File: config.mk
export PLATFORM = sky130hd
export DESIGN_NAME = ttad_mac
export DESIGN_NICKNAME = d
export VERILOG_FILES = /design/src/rtl/core/ttad_pkg.sv /design/src/rtl/core/ttad_mac.sv
export SDC_FILE = /design/constraint.sdc
export NUM_CORES = 2
export LEC_CHECK = 0
export BUFFER_PORTS_ARGS = -buffer_cell sky130_fd_sc_hd__buf_2
export CAP_MARGIN = 20
export CORE_MARGIN = 4
export CORE_UTILIZATION = 59
export CTS_BUF_LIST = sky130_fd_sc_hd__clkbuf_4 sky130_fd_sc_hd__clkbuf_8
export CTS_CLUSTER_SIZE = 12
export DETAILED_ROUTE_END_ITERATION = 8
export PLACE_DENSITY = 0.86
export SETUP_SLACK_MARGIN = 0.4
export SLEW_MARGIN = 30
export SYNTH_ARGS = -nofsm -noshare
export SYNTH_HDL_FRONTEND = slang
export SYNTH_SLANG_ARGS = --single-unit
File: constraint.sdc
create_clock -name aclk -period 7.85 [get_ports aclk]
set_clock_uncertainty 0.2 [all_clocks]
set_input_delay 1.57 -clock aclk [delete_from_list [all_inputs] [get_ports aclk]]
set_output_delay 1.57 -clock aclk [all_outputs]
set_load 0.05 [all_outputs]
File: src/rtl/core/ttad_pkg.sv
package ttad_pkg;

    // frame layout
    localparam int CHANNELS   = 2;
    localparam int CODE_BYTES = 16;
    localparam int POS_W      = $clog2(CODE_BYTES + 2);
    localparam int CH_IDX_W   = (CHANNELS > 1) ? $clog2(CHANNELS) : 1;

    // predictor coefficients and sample limits
    localparam logic signed [16:0] COEF_PREV  = 17'sh07298;
    localparam logic signed [16:0] COEF_OLDER = 17'sh03350;
    localparam logic signed [22:0] SAMPLE_MAX = 23'sd32767;
    localparam logic signed [22:0] SAMPLE_MIN = -23'sd32768;

    // shared unit widths
    localparam int OPA_W  = 33;
    localparam int OPB_W  = 17;
    localparam int PROD_W = OPA_W + OPB_W;
    localparam int ACC_W  = 37;

    // accumulator operations
    localparam logic [1:0] ACC_HOLD = 2'd0;
    localparam logic [1:0] ACC_LOAD = 2'd1;
    localparam logic [1:0] ACC_ADD  = 2'd2;
    localparam logic [1:0] ACC_SUB  = 2'd3;

    typedef struct packed {
        logic signed [OPA_W-1:0] op_a;
        logic signed [OPB_W-1:0] op_b;
        logic [1:0]              acc_op;
    } mac_cmd_t;

endpackage

File: src/rtl/core/ttad_mac.sv
module ttad_mac (
    input  logic                          aclk,
    input  ttad_pkg::mac_cmd_t            cmd,
    output logic signed [ttad_pkg::PROD_W-1:0] prod,
    output logic signed [ttad_pkg::ACC_W-1:0]  acc
);
    import ttad_pkg::*;

    logic signed [PROD_W-1:0] prod_reg;
    logic signed [ACC_W-1:0]  acc_reg;
    logic signed [ACC_W-1:0]  acc_next;
    logic signed [ACC_W-1:0]  prod_trim;

    // product fits the accumulator for every operand pair used
    assign prod_trim = prod_reg[ACC_W-1:0];

    // accumulator update from the previous product
    always_comb begin
        case (cmd.acc_op)
            ACC_LOAD: acc_next = prod_trim;
            ACC_ADD:  acc_next = acc_reg + prod_trim;
            ACC_SUB:  acc_next = acc_reg - prod_trim;
            default:  acc_next = acc_reg;
        endcase
    end

    // one multiply per cycle, registered
    always_ff @(posedge aclk) begin
        prod_reg <= cmd.op_a * cmd.op_b;
        acc_reg  <= acc_next;
    end

    assign prod = prod_reg;
    assign acc  = acc_reg;

endmodule

After elaboration in Yosys (flattened, before gate mapping)
Index checks and enable logic that the tools add are counted.
{ "classes": {"reduce_logical": 1, "n_bitwise": 0, "shift": 0, "multipliers": 1, "magnitude_cmp": 0, "mux": 1, "eq_ne": 3, "div_mod_pow": 0, "add_sub_neg": 2} }
{ "op_table": {"columns": ["cell", "n"], "rows": [
  ["37-bit one-hot mux with 3 select lines", 1],
  ["33-bit by 17-bit multiplier with 50-bit output", 1],
  ["37-bit adder", 1],
  ["37-bit subtractor", 1],
  ["2-bit equality test, second input constant", 2],
  ["3-bit nonzero test", 1],
  ["2-bit by 1-bit equality test with 1-bit output, second input constant", 1]
]} }
{ "word_totals": {"mem_bits_rw": 0, "rom_bits": 0, "memories": 0, "out_inout_bits": 87, "regBits": 87, "in_bits": 53, "elab_cells": 10, "latchBits": 0} }

Logic depth before layout (Yosys ltp)
{ "logic_depth": {"depth_word": 2, "mapped_depth": 24} }

Worst setup path before layout
OpenSTA, ideal clock, no wires.
{ "synth_path": {"kind": "input port to flip-flop", "start": "input cmd[18] in the netlist's numbering", "end": "register prod_reg[49] (netlist: prod[49])", "path_slack_ps": 211, "n_path_buf": 3, "cell_stages": 22, "arrival_ps": 7318, "cell_sequence": "inv_1 > clkbuf_1 > buf_1 > nor2_1 > fa_1 > fa_1 > fa_1 > fa_1 > fa_1 > inv_1 > fa_1 > inv_1 > ha_1 > clkbuf_1 > nand3_1 > or3_1 > nor4_1 > o311ai_1 > and3_1 > o31a_1 > a31oi_1 > xnor2_1"} }
{ "synth_via": {"elab_chain_cells": 1} }
{ "synth_lines": {"columns": ["element", "line", "text"], "rows": [
  ["from (decl)", "ttad_mac.sv:3", "input ttad_pkg::mac_cmd_t cmd,"],
  ["33-bit by 17-bit multiplier with 50-bit output", "ttad_mac.sv:29", "prod_reg <= cmd.op_a * cmd.op_b;"],
  ["to (signal assigned)", "ttad_mac.sv:29", null],
  ["to (decl)", "ttad_mac.sv:9", "logic signed [PROD_W-1:0] prod_reg;"]
]} }
No other way between the ends.
A chain may end at the register's enable or synchronous reset.

Final worst setup path
{ "layout_path": {"start": "input cmd[4] in the netlist's numbering", "end": "register prod_reg[39] (netlist: prod[39])"} }
The elaborated chain is that of the path after synthesis.

==> results.yml <==
grt:
  grt_max_degree: 52
  grt_pass1_vias: 21121
  gr-total-overflow: 0
  met3_usage_pct: 6.565
  busiest_layer: "met2"
  use_met2_pct: 50.27
  antenna_found_initial: 0
  gr-usage-met1_pct: 37.12
  grt_pass1_wl_um: 105000
  grtUsageTotal_pct: 29.40
logic_synthesis:
  netlist.area_leader.share_pct: 44.24
  async_flop_share_pct: 0
  synth_edf_count: 37
  ys_warn_count: 0
  yosys_most_used_dff: "dfxtp_1"
  ys_seq_elements: 87
  seq_area_frac_synth_pct: 8.692
  syn_nets: 3398
  postSynthCellCount: 2654
  netlist_area_um2: 24300
  syn_area_per_cell_um2: 9.156
  synth_area_leaders: "fa_1 (44%), inv_1 (8.7%), ha_1 (7.9%)"
  synth_area_leader_cell: "fa_1"
  yosysUniqueCellTypes: 71
run_status:
  status: "finished clean"
worst_setup_path:
  critical_path_class: "in -> reg"
  crit_top_cell: "fa_1"
  slowest_delay_ps: 650
  critPathLaunchType: "primary input"
  required_ps: 8020
  worstSetupEndpointType: "flip-flop"
  slowest_stage: "or4b_2"
  worstPathCellList: "buf_4 > buf_12 > buf_4 > nand2_1 > fa_1 > fa_1 > fa_1 > inv_1 > fa_1 > fa_1 > inv_1 > fa_1 > inv_1 > ha_1 > buf_4 > nand4_1 > or4b_2 > nor2_1 > o41a_1 > or3_4 > buf_4 > xor2_1"
  arrival_ps: 7600
  worstPathMaxFanout: 14
route:
  wl_um: 64500
  via_per_inst: 5.698
  route.detailed.drc: 0
  postRouteAntennaNets: 0
  wire_per_inst_um: 18.90
  drt_iter0_drc: 1767
  dr.pass1.iters: 6
  vias: 19446
layout:
  largest_register_ffs: 50
  num_antenna_cells: 0
  syn_to_final_growth_pct: 12.73
  fill_cells: 2991
  fin_nets: 3620
  drive_above_1_share_pct: 14.61
  postLayoutCoreUtil_pct: 67.24
floorplanning:
  rows: 74
  initial_core_util_pct: 59.65
  pin_count: 140
  dieArea_um2: 44500
  die_x_um: 210.9
  fp.coreArea_um2: 40740
  die_h_um: 210.9
clocking:
  cts_max_level: 3
  numClockSinks: 87
  root_buffer: "clkbuf_8"
  cts_made_buffers: 9
  clockBufferDepth: 2
  clkTransAtPathRegs_ps: 100
  insertion_delay_ps: 450
  cts_tree: "built"
sta:
  worst_pin_slew_ps: 877.4
  finalSetupViolations: 0
  slew_violations: 0
  relSlewSlack_pct: 41.36
  min_period_ps: 7429
  fmax_mhz: 134.6
  rsz0062_at_grt: "yes"
  timing.final.crit_share_pct: 94.64
  hold_viol_final: 0
run:
  maxCapViolCount: 0
placement:
  dp_hpwl_um: 53540
  routabilityCongestion: 0.9729
  portBuffers: 139
hold_path:
  worstHoldPathType: "reg -> reg"
metal layers:
layer,vias to the layer above,share of wire (%)
li1,8480,-
met1,9666,37
met2,1039,50
met3,261,9.2
met4,0,4.3
met5,-,0
synthesized netlist by cell type (all sizes together), types with 8 or more instances:
cell type and n:
inv 565, fa 537, nand2 337, and2 246
ha 154, clkbuf 102, nor2 90, a21oi 78
xnor2 67, o21ai 57, dfxtp 50, xor2 47
edfxtp 37, a21o 34, mux2 28, nor3 21
nand3 19, nand2b 18, nand4 13, o21a 13
o21bai 12, o31ai 12, a31oi 9, nor2b 9
or3 9, a211oi 8, nand3b 8
worst paths after layout:
path	from	to	slack (ps)	depth (start not counted)
worst min-delay path	prod[36]	acc[36]	420	1
worst max register to register	prod[13]	acc[36]	2390	16
worst min register to register	prod[36]	acc[36]	420	1
worst max-delay path	cmd[4]	prod[39]	420	22
metrics by stage:
step,hold slack [ps],setup slack [ps],setup TNS [ps],instances,area (um^2)
2_1_floorplan,575.9,405.0,0,2654,24340
3_3_place_gp,365.3,-129.0,-513.5,3390,26720
3_5_place_dp,400.0,-383.3,-2930,3390,26720
4_1_cts,409.7,406.4,0,3407,26980
5_1_grt,418.1,269.2,0,3413,27390
6_report,415.5,420.9,0,3413,27390
worst max-delay path, delay by kind of cell:
family,cells,cell delay (ps)
AOI/OAI and AO/OA,1,300
and+or+nand+nor,5,1340
xor gates and xnor gates,1,140
buffers and inverters,8,880
adders and majority gates,7,3370
final cells by class:
class                           count  area, um^2  area share [%]
Multi-Input combinational cell   1898       20000           73.01
Sequential cell                    87        2112           7.710
Tap cell                          532       665.6           2.430
Inverter                          565        2121           7.742
Clock inverter                      7       71.32          0.2603
Timing Repair Buffer              315        2300           8.395
Clock buffer                        9       123.9          0.4522
kinds of logic (layout without fill, tap and decap cells):
kind of cell | count (synthesis) | in the layout | synth area share (%)
compound gates | 267 | 267 | 7.095
fa+ha+maj | 691 | 691 | 52.17
simple gates | 797 | 797 | 16.25
flops | 87 | 87 | 8.692
mux | 29 | 29 | 1.339
xor+xnor | 114 | 114 | 4.109
buf+inv | 669 | 896 | 10.35
placed cells by master (no fill, tap or decap), types with 11 or more instances in the layout:
cell | netlist | layout
buf_2 | 0 | 117
clkbuf_4 | 0 | 12
a21oi_1 | 78 | 70
a21o_1 | 34 | 34
mux2_2 | 28 | 28
edfxtp_1 | 37 | 37
buf_4 | 1 | 164
o21ai_0 | 55 | 52
nand2b_1 | 17 | 17
xnor2_1 | 67 | 67
nand3_1 | 18 | 18
nor3_1 | 19 | 17
buf_12 | 0 | 15
nor2_1 | 90 | 90
o21bai_1 | 12 | 11
dfxtp_1 | 50 | 50
and2_1 | 246 | 245
fa_1 | 537 | 530
ha_4 | 0 | 12
ha_1 | 154 | 142
o31ai_1 | 12 | 11
o21a_1 | 13 | 13
nand2_1 | 337 | 337
inv_1 | 565 | 563
nand4_1 | 13 | 13
xor2_1 | 47 | 47
timing repair:
item | 4_1_cts | 5_1_grt
setup buffers | 1 | 4
setup endpoints to repair | 12 | 15
resized for setup | 18 | 66
hold buffers | 0 | 0
pin swaps | 6 | 29
gates cloned | 0 | 1
Power is not shown: default switching activity piles up to over one toggle a cycle in this logic, so the estimate is an artifact.
